`src/rtl/u2u_pkg.sv`:
```
`timescale 1ns / 1ps
package u2u_pkg;

  // Queue between front and back
  localparam int QDEPTH = 4;
  localparam int QAW    = $clog2(QDEPTH);

  // Result status codes
  localparam logic [1:0] ST_UNIT    = 2'd0;
  localparam logic [1:0] ST_TRUNC   = 2'd1;
  localparam logic [1:0] ST_ILLEGAL = 2'd2;

  // Queue entry kinds
  localparam logic [1:0] K_UNIT    = 2'd0;
  localparam logic [1:0] K_PAIR    = 2'd1;
  localparam logic [1:0] K_TRUNC   = 2'd2;
  localparam logic [1:0] K_ILLEGAL = 2'd3;

  localparam logic [15:0] REPLACEMENT = 16'hFFFD;
  localparam logic [5:0]  HI_SUR_TAG  = 6'b110110;
  localparam logic [5:0]  LO_SUR_TAG  = 6'b110111;

  // One classified event: a BMP unit, a pair offset, or an error
  typedef struct packed {
    logic [1:0]  kind;
    logic [19:0] data;  // unit in [15:0]; pair holds code point minus 0x10000
  } entry_t;

  typedef struct packed {
    logic [15:0] code_unit;
    logic [1:0]  status;
    logic        run_last;
  } result_t;

  // Sequence length from the lead byte
  function automatic logic [2:0] seq_len(input logic [7:0] b);
    logic [2:0] n;
    if (b < 8'hC0)      n = 3'd1;
    else if (b < 8'hE0) n = 3'd2;
    else if (b < 8'hF0) n = 3'd3;
    else if (b < 8'hF8) n = 3'd4;
    else if (b < 8'hFC) n = 3'd5;
    else                n = 3'd6;
    return n;
  endfunction

  // Second-byte range check, narrowed for a few lead bytes
  function automatic logic second_ok(input logic [7:0] lead, input logic [7:0] a);
    logic ok;
    unique case (lead)
      8'hE0:   ok = (a >= 8'hA0) && (a <= 8'hBF);
      8'hED:   ok = (a >= 8'h80) && (a <= 8'h9F);
      8'hF0:   ok = (a >= 8'h90) && (a <= 8'hBF);
      8'hF4:   ok = (a >= 8'h80) && (a <= 8'h8F);
      default: ok = (a >= 8'h80) && (a <= 8'hBF);
    endcase
    return ok;
  endfunction

endpackage

```
`src/rtl/u2u_if.sv`:
```
`timescale 1ns / 1ps
// Byte stream channel
interface u2u_in_if;
  logic       valid;
  logic       ready;
  logic [7:0] in_byte;
  logic       stream_end;
  modport source (output valid, output in_byte, output stream_end, input ready);
  modport sink   (input valid, input in_byte, input stream_end, output ready);
endinterface

// UTF-16 result channel
interface u2u_out_if;
  logic        valid;
  logic        ready;
  logic [15:0] code_unit;
  logic [1:0]  status;
  logic        run_last;
  modport source (output valid, output code_unit, output status, output run_last,
                  input ready);
  modport sink   (input valid, input code_unit, input status, input run_last,
                  output ready);
endinterface

// Configuration write channel (strict_mode)
interface u2u_cfg_if;
  logic valid;
  logic ready;
  logic data;
  modport source (output valid, output data, input ready);
  modport sink   (input valid, input data, output ready);
endinterface

```
`src/rtl/u2u_front.sv`:
```
`timescale 1ns / 1ps
module u2u_front
  import u2u_pkg::*;
(
  input  logic       clk,
  input  logic       rst,
  input  logic       strict_mode,
  input  logic       in_valid,
  output logic       in_ready,
  input  logic [7:0] in_byte,
  input  logic       stream_end,
  input  logic       q_full,
  output logic       push,
  output entry_t     push_entry
);

  logic [20:0] partial_code, partial_code_next;
  logic [2:0]  bytes_needed, bytes_needed_next;
  logic [2:0]  bytes_seen, bytes_seen_next;
  logic [7:0]  lead_byte, lead_byte_next;
  logic        bad_pending, bad_pending_next;
  logic        halted, halted_next;

  logic        accept;
  logic [2:0]  len;
  logic [7:0]  lead_mask;
  logic [20:0] pc;
  logic [2:0]  seen;
  logic [7:0]  lead;
  logic        bad;
  logic [2:0]  needed;
  logic [20:0] cp_off;
  logic        is_sur;
  logic        is_big;

  assign in_ready = !q_full;
  assign accept   = in_valid && in_ready;
  assign len       = seq_len(in_byte);
  assign lead_mask = 8'h7F >> len;
  assign cp_off    = pc - 21'h010000;
  assign is_sur    = (pc[20:16] == 5'd0) && (pc[15:11] == 5'b11011);
  assign is_big    = pc > 21'h10FFFF;

  // Fold the byte into the current sequence
  always_comb begin
    if (bytes_needed == 3'd0) begin
      lead   = in_byte;
      needed = len;
      seen   = 3'd1;
      if (len == 3'd1) begin
        bad = in_byte[7];
        pc  = {13'd0, in_byte};
      end else begin
        bad = (len > 3'd4) || (in_byte < 8'hC2) || (in_byte > 8'hF4);
        pc  = {13'd0, in_byte & lead_mask};
      end
    end else begin
      lead   = lead_byte;
      needed = bytes_needed;
      seen   = bytes_seen + 3'd1;
      bad    = bad_pending;
      if (seen == 3'd2) begin
        if (!second_ok(lead_byte, in_byte)) bad = 1'b1;
      end else if (seen <= 3'd4) begin
        if (in_byte[7:6] != 2'b10) bad = 1'b1;
      end
      pc = {partial_code[14:0], in_byte[5:0]};
    end
  end

  // Sequencing and classification
  always_comb begin
    partial_code_next = partial_code;
    bytes_needed_next = bytes_needed;
    bytes_seen_next   = bytes_seen;
    lead_byte_next    = lead_byte;
    bad_pending_next  = bad_pending;
    halted_next       = halted;
    push              = 1'b0;
    push_entry        = '{kind: K_UNIT, data: 20'd0};
    if (accept) begin
      if (halted) begin
        if (stream_end) begin
          partial_code_next = '0;
          bytes_needed_next = '0;
          bytes_seen_next   = '0;
          lead_byte_next    = '0;
          bad_pending_next  = 1'b0;
          halted_next       = 1'b0;
        end
      end else if (seen < needed) begin
        if (stream_end) begin
          partial_code_next = '0;
          bytes_needed_next = '0;
          bytes_seen_next   = '0;
          lead_byte_next    = '0;
          bad_pending_next  = 1'b0;
          push              = 1'b1;
          push_entry.kind   = K_TRUNC;
        end else begin
          partial_code_next = pc;
          bytes_needed_next = needed;
          bytes_seen_next   = seen;
          lead_byte_next    = lead;
          bad_pending_next  = bad;
        end
      end else begin
        // Sequence complete
        partial_code_next = '0;
        bytes_needed_next = '0;
        bytes_seen_next   = '0;
        lead_byte_next    = '0;
        bad_pending_next  = 1'b0;
        push              = 1'b1;
        if (bad || ((is_sur || is_big) && strict_mode)) begin
          push_entry.kind = K_ILLEGAL;
          halted_next     = !stream_end;
        end else if (is_sur || is_big) begin
          push_entry.data = {4'd0, REPLACEMENT};
        end else if (pc[20:16] == 5'd0) begin
          push_entry.data = {4'd0, pc[15:0]};
        end else begin
          push_entry.kind = K_PAIR;
          push_entry.data = cp_off[19:0];
        end
      end
    end
  end

  always_ff @(posedge clk) begin
    if (rst) begin
      partial_code <= '0;
      bytes_needed <= '0;
      bytes_seen   <= '0;
      lead_byte    <= '0;
      bad_pending  <= 1'b0;
      halted       <= 1'b0;
    end else begin
      partial_code <= partial_code_next;
      bytes_needed <= bytes_needed_next;
      bytes_seen   <= bytes_seen_next;
      lead_byte    <= lead_byte_next;
      bad_pending  <= bad_pending_next;
      halted       <= halted_next;
    end
  end

endmodule

```
`src/rtl/u2u_queue.sv`:
```
`timescale 1ns / 1ps
module u2u_queue
  import u2u_pkg::*;
(
  input  logic         clk,
  input  logic         rst,
  input  logic         push,
  input  entry_t       push_entry,
  input  logic         pop,
  output entry_t       head,
  output logic         empty,
  output logic         full,
  output logic [QAW:0] count
);

  entry_t         slots [QDEPTH];
  logic [QAW-1:0] wr_ptr;
  logic [QAW-1:0] rd_ptr;

  assign head  = slots[rd_ptr];
  assign empty = (count == '0);
  assign full  = (count == (QAW+1)'(QDEPTH));

  // Entry storage
  always_ff @(posedge clk) begin
    if (push) begin
      slots[wr_ptr] <= push_entry;
    end
  end

  // Pointers and fill count
  always_ff @(posedge clk) begin
    if (rst) begin
      wr_ptr <= '0;
      rd_ptr <= '0;
      count  <= '0;
    end else begin
      if (push) wr_ptr <= wr_ptr + 1'b1;
      if (pop)  rd_ptr <= rd_ptr + 1'b1;
      if (push && !pop)      count <= count + 1'b1;
      else if (pop && !push) count <= count - 1'b1;
    end
  end

endmodule

```
`src/rtl/u2u_back.sv`:
```
`timescale 1ns / 1ps
module u2u_back
  import u2u_pkg::*;
(
  input  logic    clk,
  input  logic    rst,
  input  entry_t  head,
  input  logic    empty,
  output logic    pop,
  output logic    out_valid,
  input  logic    out_ready,
  output result_t out_beat
);

  logic    load;
  logic    half;   // high surrogate of the head entry already loaded into the output register
  result_t beat_next;

  assign load = !empty && (!out_valid || out_ready);
  assign pop  = load && ((head.kind != K_PAIR) || half);

  // Expand the head entry into a result beat
  always_comb begin
    unique case (head.kind)
      K_UNIT:    beat_next = '{code_unit: head.data[15:0], status: ST_UNIT, run_last: 1'b1};
      K_PAIR: begin
        if (half) begin
          beat_next = '{code_unit: {LO_SUR_TAG, head.data[9:0]}, status: ST_UNIT,
                        run_last: 1'b1};
        end else begin
          beat_next = '{code_unit: {HI_SUR_TAG, head.data[19:10]}, status: ST_UNIT,
                        run_last: 1'b0};
        end
      end
      K_TRUNC:   beat_next = '{code_unit: 16'd0, status: ST_TRUNC, run_last: 1'b1};
      K_ILLEGAL: beat_next = '{code_unit: 16'd0, status: ST_ILLEGAL, run_last: 1'b1};
      default:   beat_next = '{code_unit: 16'd0, status: ST_ILLEGAL, run_last: 1'b1};
    endcase
  end

  // Output register
  always_ff @(posedge clk) begin
    if (load) begin
      out_beat <= beat_next;
    end
  end

  always_ff @(posedge clk) begin
    if (rst) begin
      out_valid <= 1'b0;
      half      <= 1'b0;
    end else begin
      if (load)           out_valid <= 1'b1;
      else if (out_ready) out_valid <= 1'b0;
      if (load && head.kind == K_PAIR) half <= !half;
    end
  end

endmodule

```
`src/rtl/utf8_to_utf16_decoder_core.sv`:
```
`timescale 1ns / 1ps
// Channel  Port   Dir   Payload                        Beat
// -------  -----  ----  -----------------------------  --------------------------
// bytes    text   sink  in_byte[7:0], stream_end       one UTF-8 byte
// results  units  src   code_unit[15:0], status[1:0],  one UTF-16 unit or error
//                       run_last
// config   cfg    sink  data (strict_mode)             one register write
//
// One byte beat per cycle while the queue is not full; a byte is decoded in
// the cycle it is taken. A BMP unit or error passes through the queue into the
// single output register of the back end; a surrogate pair leaves as two beats.
// A four-entry queue parts decode from output; bytes stall only when it is full.
// Synchronous reset clears the decoder state, the queue and the output valid,
// and sets strict_mode to 1. Config writes are always taken.
module utf8_to_utf16_decoder_core
  import u2u_pkg::*;
(
  input  logic      clk,
  input  logic      rst,
  u2u_in_if.sink    text,
  u2u_out_if.source units,
  u2u_cfg_if.sink   cfg
);

  logic         strict_mode;
  logic         q_full;
  logic         q_empty;
  logic [QAW:0] q_count;
  logic         push;
  logic         pop;
  entry_t       push_entry;
  entry_t       head;
  result_t      out_beat;

  // Configuration register
  assign cfg.ready = 1'b1;
  always_ff @(posedge clk) begin
    if (rst) begin
      strict_mode <= 1'b1;
    end else if (cfg.valid) begin
      strict_mode <= cfg.data;
    end
  end

  u2u_front front_u (
    .clk        (clk),
    .rst        (rst),
    .strict_mode(strict_mode),
    .in_valid   (text.valid),
    .in_ready   (text.ready),
    .in_byte    (text.in_byte),
    .stream_end (text.stream_end),
    .q_full     (q_full),
    .push       (push),
    .push_entry (push_entry)
  );

  u2u_queue queue_u (
    .clk       (clk),
    .rst       (rst),
    .push      (push),
    .push_entry(push_entry),
    .pop       (pop),
    .head      (head),
    .empty     (q_empty),
    .full      (q_full),
    .count     (q_count)
  );

  u2u_back back_u (
    .clk      (clk),
    .rst      (rst),
    .head     (head),
    .empty    (q_empty),
    .pop      (pop),
    .out_valid(units.valid),
    .out_ready(units.ready),
    .out_beat (out_beat)
  );

  assign units.code_unit = out_beat.code_unit;
  assign units.status    = out_beat.status;
  assign units.run_last  = out_beat.run_last;

  // Byte channel backs off exactly when the queue is full
  a_full_stalls: assert property (@(posedge clk) disable iff (rst)
    (q_count == (QAW+1)'(QDEPTH)) |-> !text.ready)
    else $error("byte accepted while queue full");

  // Error beats carry a zero unit and close their byte's results
  a_error_beat: assert property (@(posedge clk) disable iff (rst)
    (units.valid && units.status != ST_UNIT) |-> (units.code_unit == 16'd0 && units.run_last))
    else $error("malformed error beat");

  // A non-final beat is always the high surrogate of a pair
  a_high_first: assert property (@(posedge clk) disable iff (rst)
    (units.valid && !units.run_last) |-> (units.code_unit[15:10] == HI_SUR_TAG))
    else $error("non-final beat is not a high surrogate");

endmodule

```
`src/flat_wrapper.sv`:
```
// flat-port wrapper written by rule: the top's interface ports become plain ports
module utf8_to_utf16_decoder_core_flat import u2u_pkg::*;
  (clk, rst, text_valid, text_in_byte, text_stream_end, text_ready, units_valid, units_code_unit, units_status, units_run_last, units_ready, cfg_valid, cfg_data, cfg_ready);
  u2u_in_if text_i ();
  u2u_out_if units_i ();
  u2u_cfg_if cfg_i ();
  input  logic clk;
  input  logic rst;
  input wire logic [$bits(text_i.valid)-1:0] text_valid;
  input wire logic [$bits(text_i.in_byte)-1:0] text_in_byte;
  input wire logic [$bits(text_i.stream_end)-1:0] text_stream_end;
  output wire logic [$bits(text_i.ready)-1:0] text_ready;
  output wire logic [$bits(units_i.valid)-1:0] units_valid;
  output wire logic [$bits(units_i.code_unit)-1:0] units_code_unit;
  output wire logic [$bits(units_i.status)-1:0] units_status;
  output wire logic [$bits(units_i.run_last)-1:0] units_run_last;
  input wire logic [$bits(units_i.ready)-1:0] units_ready;
  input wire logic [$bits(cfg_i.valid)-1:0] cfg_valid;
  input wire logic [$bits(cfg_i.data)-1:0] cfg_data;
  output wire logic [$bits(cfg_i.ready)-1:0] cfg_ready;
  assign text_i.valid = text_valid;
  assign text_i.in_byte = text_in_byte;
  assign text_i.stream_end = text_stream_end;
  assign text_ready = text_i.ready;
  assign units_valid = units_i.valid;
  assign units_code_unit = units_i.code_unit;
  assign units_status = units_i.status;
  assign units_run_last = units_i.run_last;
  assign units_i.ready = units_ready;
  assign cfg_i.valid = cfg_valid;
  assign cfg_i.data = cfg_data;
  assign cfg_ready = cfg_i.ready;
  utf8_to_utf16_decoder_core u_core (.clk(clk), .rst(rst), .text(text_i), .units(units_i), .cfg(cfg_i));
endmodule
```
`config.mk`:
```
export PLATFORM = sky130hd
export DESIGN_NAME = utf8_to_utf16_decoder_core_flat
export DESIGN_NICKNAME = d
export VERILOG_FILES = /design/src/rtl/u2u_pkg.sv /design/src/rtl/u2u_if.sv /design/src/rtl/u2u_front.sv /design/src/rtl/u2u_queue.sv /design/src/rtl/u2u_back.sv /design/src/rtl/utf8_to_utf16_decoder_core.sv /design/src/flat_wrapper.sv
export SDC_FILE = /design/constraint.sdc
export NUM_CORES = 1
export LEC_CHECK = 0
export BUFFER_PORTS_ARGS = -buffer_cell sky130_fd_sc_hd__buf_2
export CAP_MARGIN = 20
export CORE_AREA = 2 2 122 183
export DETAILED_ROUTE_END_ITERATION = 8
export DIE_AREA = 0 0 124 185
export SYNTH_ARGS = -nofsm -noshare
export SYNTH_HDL_FRONTEND = slang
export SYNTH_SLANG_ARGS = --single-unit
```
`constraint.sdc`:
```
create_clock -name clk -period 3.4 [get_ports clk]
set_input_delay 0.17 -clock clk [delete_from_list [all_inputs] [get_ports clk]]
set_output_delay 0.17 -clock clk [all_outputs]
set_load 0.01 [all_outputs]
```
# After elaboration in Yosys (flattened, before gate mapping)
# Memory sizes are Yosys's and may differ from the RTL's. A register that Yosys moved wholly into a read port is not among the register bits.
# Cells that the tools add are included.
# op_classes
add_sub_neg,6
order_cmp,17
eq_ne,15
shifts,1
n_mux,67
n_bitwise,1
reduce_logical,34
# op_table
cell,count
20-bit 2-to-1 mux,4
19-bit one-hot mux with 4 select lines,1
15-bit 2-to-1 mux,4
"8-bit < comparator, second input constant",6
8-bit 2-to-1 mux,6
22-bit 2-to-1 mux,2
3-bit 2-to-1 mux,14
"8-bit == test, second input constant",4
1-bit 2-to-1 mux,26
"8-bit >= comparator, second input constant",3
"8-bit <= comparator, second input constant",3
"21-bit greater-than comparator, second input constant",1
21-bit 2-to-1 mux,1
"20-bit by 17-bit subtractor with 20-bit output, second input constant",1
14-bit 2-to-1 mux,1
2-bit 2-to-1 mux,7
1-bit logical AND,13
8-bit AND,1
"8-bit greater-than comparator, second input constant",1
"7-bit by 3-bit >> shifter with 8-bit output, first input constant",1
1-bit logical NOT,7
"3-bit by 1-bit adder with 3-bit output, second input constant",2
3-bit logical NOT,2
1-bit logical OR,6
20 further kinds,24
# totals
register_bits,60
mem_bits_rw,88
inputBits,15
output_inout_bits,22
wordCells,157
mem_count,1
# mem_list
name,depth,width,rd,rd_clocked_by_memory_dff,wr,line,source
u_core.queue_u.slots,4,22,1,1,1,u2u_queue.sv:16,entry_t slots [QDEPTH];

# Longest topological paths before layout
# depth
ltp_word,19
ltp_mapped,15

# Modules after synthesis
# Synthesis repeated with hierarchy kept, for this count alone.
# hier_totals
hier_cells,509
area_unflattened_um2,6552.5
# by_module_without_submodules
mod,instances,cells_each,area_each_um2,seq_area_each_um2
u2u_queue,1,158,3607.2,2822.7
u2u_front,1,265,1976.9,620.6
u2u_back,1,81,922.1,610.6
utf8_to_utf16_decoder_core,1,5,46.3,20.0

# Least setup slack after synthesis
# No wires, ideal clock.
# synth_timing
path_type,register to register
from,register u_core.front_u.bytes_needed[0]
to,register u_core.queue_u.count[2]
setup_ps,70
arrival_ps,3609
required_time_ps,3330
setup_slack_ps,-279
stages_incl_launch_ff,16
path_buffers,1
cell_sequence,dfxtp_1 or3_1 buf_4 nor2_1 a21oi_1 ha_1 a21bo_2 a21oi_1 nor2_1 nor3_2 ha_1 inv_1 fa_1 xor2_1 or3_1 a21oi_1
# synth_via
elab_chain_cells,9
# synth_rtl
element,line,source
from (decl),u2u_front.sv:18,"logic [2:0] bytes_needed, bytes_needed_next;"
from (signal assigned),u2u_front.sv:140,bytes_needed <= bytes_needed_next;
3-bit logical NOT,u2u_front.sv:46,if (bytes_needed == 3'd0) begin
3-bit 2-to-1 mux,u2u_front.sv:46,
3-bit < comparator (*),u2u_front.sv:91,end else if (seen < needed) begin
1-bit 2-to-1 mux (*),u2u_front.sv:91,
1-bit 2-to-1 mux (*),u2u_front.sv:82,if (halted) begin
1-bit 2-to-1 mux (*),u2u_front.sv:81,if (accept) begin
named net u_core.front_u.push,u2u_front.sv:13,"output logic push,"
1-bit logical NOT,u2u_queue.sv:41,else if (pop && !push) count <= count - 1'b1;
1-bit logical AND,u2u_queue.sv:41,
2-bit nonzero test (no line),n/a,
to (signal assigned),u2u_queue.sv:40,if (push && !pop) count <= count + 1'b1;
to (signal assigned),u2u_queue.sv:41,
to (decl),u2u_queue.sv:13,output logic [QAW:0] count
# Mark *: on every way through the listed nets, which the timed path passes. The rest lies on a longest branch.
# A chain may end at the register's enable or synchronous reset.

# Worst setup path after layout
# layout_timing
from,register u_core.front_u.bytes_needed[1]
to,register u_core.queue_u.count[2]
# Same word-level chain as after synthesis.

==> metrics.md <==
| Metric | Value |
|---|---|
| Final Critical Period | `3.30 ns` |
| DIE AREA | `about 23,000 sq um` |
| Pin count of the biggest net entering global routing | `43` |
| Total GRT Usage | `13.2%` |
| Area added between synthesis and finish | `18.3%` |
| N_diodes | `0` |
| Fin. Hold Viols | `0` |
| Clock-pin transition on the worst setup and hold timing paths | `approximately 0.07 ns` |
| Nets | `around 590` |
| Pwr dens | `between 700 and 800 nW/um^2` |
| Wirelength per Cell | `between 15 and 20 microns` |
| Register area share after synthesis | `between 60 and 70%` |
| Worst hold stages | `4` |
| Crit path cell chain | `or3_4 -> nor2_2 -> a21oi_1 -> ha_1 -> a21bo_2 -> a21oi_4 -> nor2_1 -> nor3_4 -> ha_2 -> inv_1 -> fa_1 -> xor2_1 -> or3_1 -> a21oi_2` |
| Global-route wire length before repair | `22,800 microns` |
| Yosys warning count | `0` |
| Final period util | `between 90 and 100%` |
| Post-synth EDFFs | `between 100 and 150` |
| DRT Pass-1 Iters | `4` |
| Worst Max-Slew Pin Slew | `about 0.82 ns` |
| # clock sinks | `150` |
| Critical Path Start Type | `register` |
| Outcome | `finished clean` |
| Async S/R FF share, synth | `0%` |
| Netlist Area Pre-Place | `~6500 sq um` |
| Crit path DAT | `between 3 and 4 ns` |
| Most used DFF post-synth | `edfxtp_1` |
| Clk Latency, worst-skew pair | `roughly 0.42 ns` |
| # DRC | `0` |
| Post-CTS Setup Bufs | `0` |
| # port buffers | `35` |
| Top-Level Pins | `37` |
| Worst vdd ir | `approximately 0.32 mV` |
| Worst path required time | `about 3.7 ns` |
| CP peak stage delay | `0.43 ns` |
| Layout cells sized above 1 | `23.0%` |
| Drt initial violations | `about 250` |
| H-tree Lvls | `4` |
| Critical path peak fanout | `4` |
| Clk root buf | `clkbuf_16` |
| CTS tree | `built` |
| Type of the worst setup path | `register to register` |
| Via count of the routed design | `4,240` |
| Max-cap viol count | `0` |
| Skew final | `between 0.009 and 0.01 ns` |
| Final Setup Violations | `0` |
| Crit path capture type | `register` |
| Synth cell types | `55` |
| Reg2Reg Depth | `14` |
| Rows | `66` |
| Leak | `about 2.7 nW` |
| CTS Buf Count | `17` |
| Most common cell after layout, fill and taps aside | `edfxtp_1` |
| Die width | `between 100 and 150 microns` |
| Drt total wl | `approximately 14,000 microns` |
| Gp weighted congestion | `0.875` |
| HPWL after detailed placement | `~10,000 microns` |
| Post-synthesis cell count | `between 500 and 600` |
| Mapped Nets | `542` |
| Critical-path top delay cell | `fa_1` |
| Final ANT Viol Nets | `0` |
| Fmax | `303 MHz` |
| Vias in the first global route | `around 4,300` |
| Post-Route Utilization | `about 36%` |
| Slew headroom | `a little under half` |
| Final non-filler cell total | `~850` |
| Initial Util | `around 30%` |
| Synth Register Bits | `150` |
| Placed Instances | `about 820` |
| GR Overflow Total | `0` |
| Max-slew violation count | `0` |
| Worst min path class | `input port to register` |
| Initial antenna violation count | `0` |
| Die Y-Extent | `about 190 microns` |
| Most frequent cells in the layout | `edfxtp_1, nand2_1, nor2_1` |
| Core footprint | `~21,000 sq um` |
| Syn avg cell area | `12.6 sq um` |
| FILL cells | `approximately 2,100` |
| Via density | `roughly 5` |
| Longest Clk Path Bufs | `2` |
[power breakdown]
group | switching [W] | internal [W]
combinational | 0.000721 | 0.000492
clock | 0.000796 | 0.00104
sequential | 0.0000915 | 0.00230
[path summary, 6_finish.rpt]
check | slack, ns | endpoint | start
setup / recovery | 0.10 | u_core.queue_u.count[2] | u_core.front_u.bytes_needed[1]
hold / removal | 0.04 | u_core.back_u.out_valid | units_ready
setup reg to reg | 0.10 | u_core.queue_u.count[2] | u_core.front_u.bytes_needed[1]
hold reg to reg | 0.45 | u_core.front_u.lead_byte[5] | u_core.front_u.lead_byte[5]
[cells in the mapped netlist, types with 11 or more instances]
| cell | number | area, sq um |
|---|---|---|
| mux4_2 | 22 | 495 |
| clkbuf_1 | 18 | 67.6 |
| nand3_1 | 22 | 110 |
| nor2_1 | 48 | 180 |
| inv_1 | 21 | 78.8 |
| edfxtp_1 | 107 | 3210 |
| ha_1 | 11 | 138 |
| a21oi_1 | 41 | 205 |
| nand2_1 | 49 | 184 |
| o21ai_0 | 21 | 105 |
| dfxtp_1 | 43 | 861 |
| nand4_1 | 12 | 75.1 |
[per-stage QoR]
stage	instance area, sq um	TNS, ns	hold slack [ns]	total power, W	setup slack, ns
floorplan	6530	0	0.286	0.00323	0.00501
global placement	7080	0	0.388	0.00364	0.238
detailed placement	7080	0	0.396	0.00367	0.0804
CTS	7680	0	0.0286	0.00551	0.0735
global route	7700	-0.00808	0.0375	0.00572	-0.00808
finish	7700	0	0.0380	0.00544	0.103
[cell families (layout without fill, tap and decap cells)]
family	Yosys count	after routing	synth area share, %
and+or+nand+nor	166	166	12.2
muxes	24	24	7.92
AOI/OAI and AO/OA	107	107	10.6
other	1	1	0.0576
xor gates and xnor gates	6	6	0.807
DFF	150	150	62.6
adders and majority gates	12	12	2.42
buffers and inverters	49	113	3.36
[layer usage]
| metal | share of wire [%] | track usage [%] |
|---|---|---|
| met1 | 40 | 14.3 |
| met4 | 3.7 | 6.52 |
| met2 | 54 | 23.7 |
| met5 | 0 | 0 |
| met3 | 2.8 | 2.96 |
[worst max-delay path: cells and delay by family, from the launching register on]
family | cells | cell delay (ns)
and+or+nand+nor | 5 | 1.08
adders and majority gates | 3 | 0.92
AOI/OAI and AO/OA | 4 | 0.64
DFF | 1 | 0.35
xor gates and xnor gates | 1 | 0.17
buffers and inverters | 1 | 0.06
[timing repair]
action	in CTS	in global routing
hold buffers	2	0
setup endpoints to repair	0	1
hold endpoints to repair	1	0
resized for setup	0	5
[layout make-up]
type                            count  area (sq um)  area share, %
Clock inverter                     15           161           2.10
Sequential cell                   150          4080           52.9
Tap cell                          272           340           4.42
Inverter                           21          78.8           1.02
Timing Repair Buffer               60           368           4.78
Multi-Input combinational cell    316          2250           29.2
Clock buffer                       17           425           5.52
[state kept, by name, indices dropped and copies added (netlist names), 2 cells and up, named ones only]
name / flops
u_core.back_u.out_beat: 19
u_core.front_u.bytes_needed: 3
u_core.front_u.bytes_seen: 3
u_core.front_u.lead_byte: 8
u_core.front_u.partial_code: 15
u_core.queue_u.count: 3
u_core.queue_u.rd_ptr: 2
u_core.queue_u.slots: 88
u_core.queue_u.wr_ptr: 2
No activity file was read; power rests on OpenSTA's default activity.
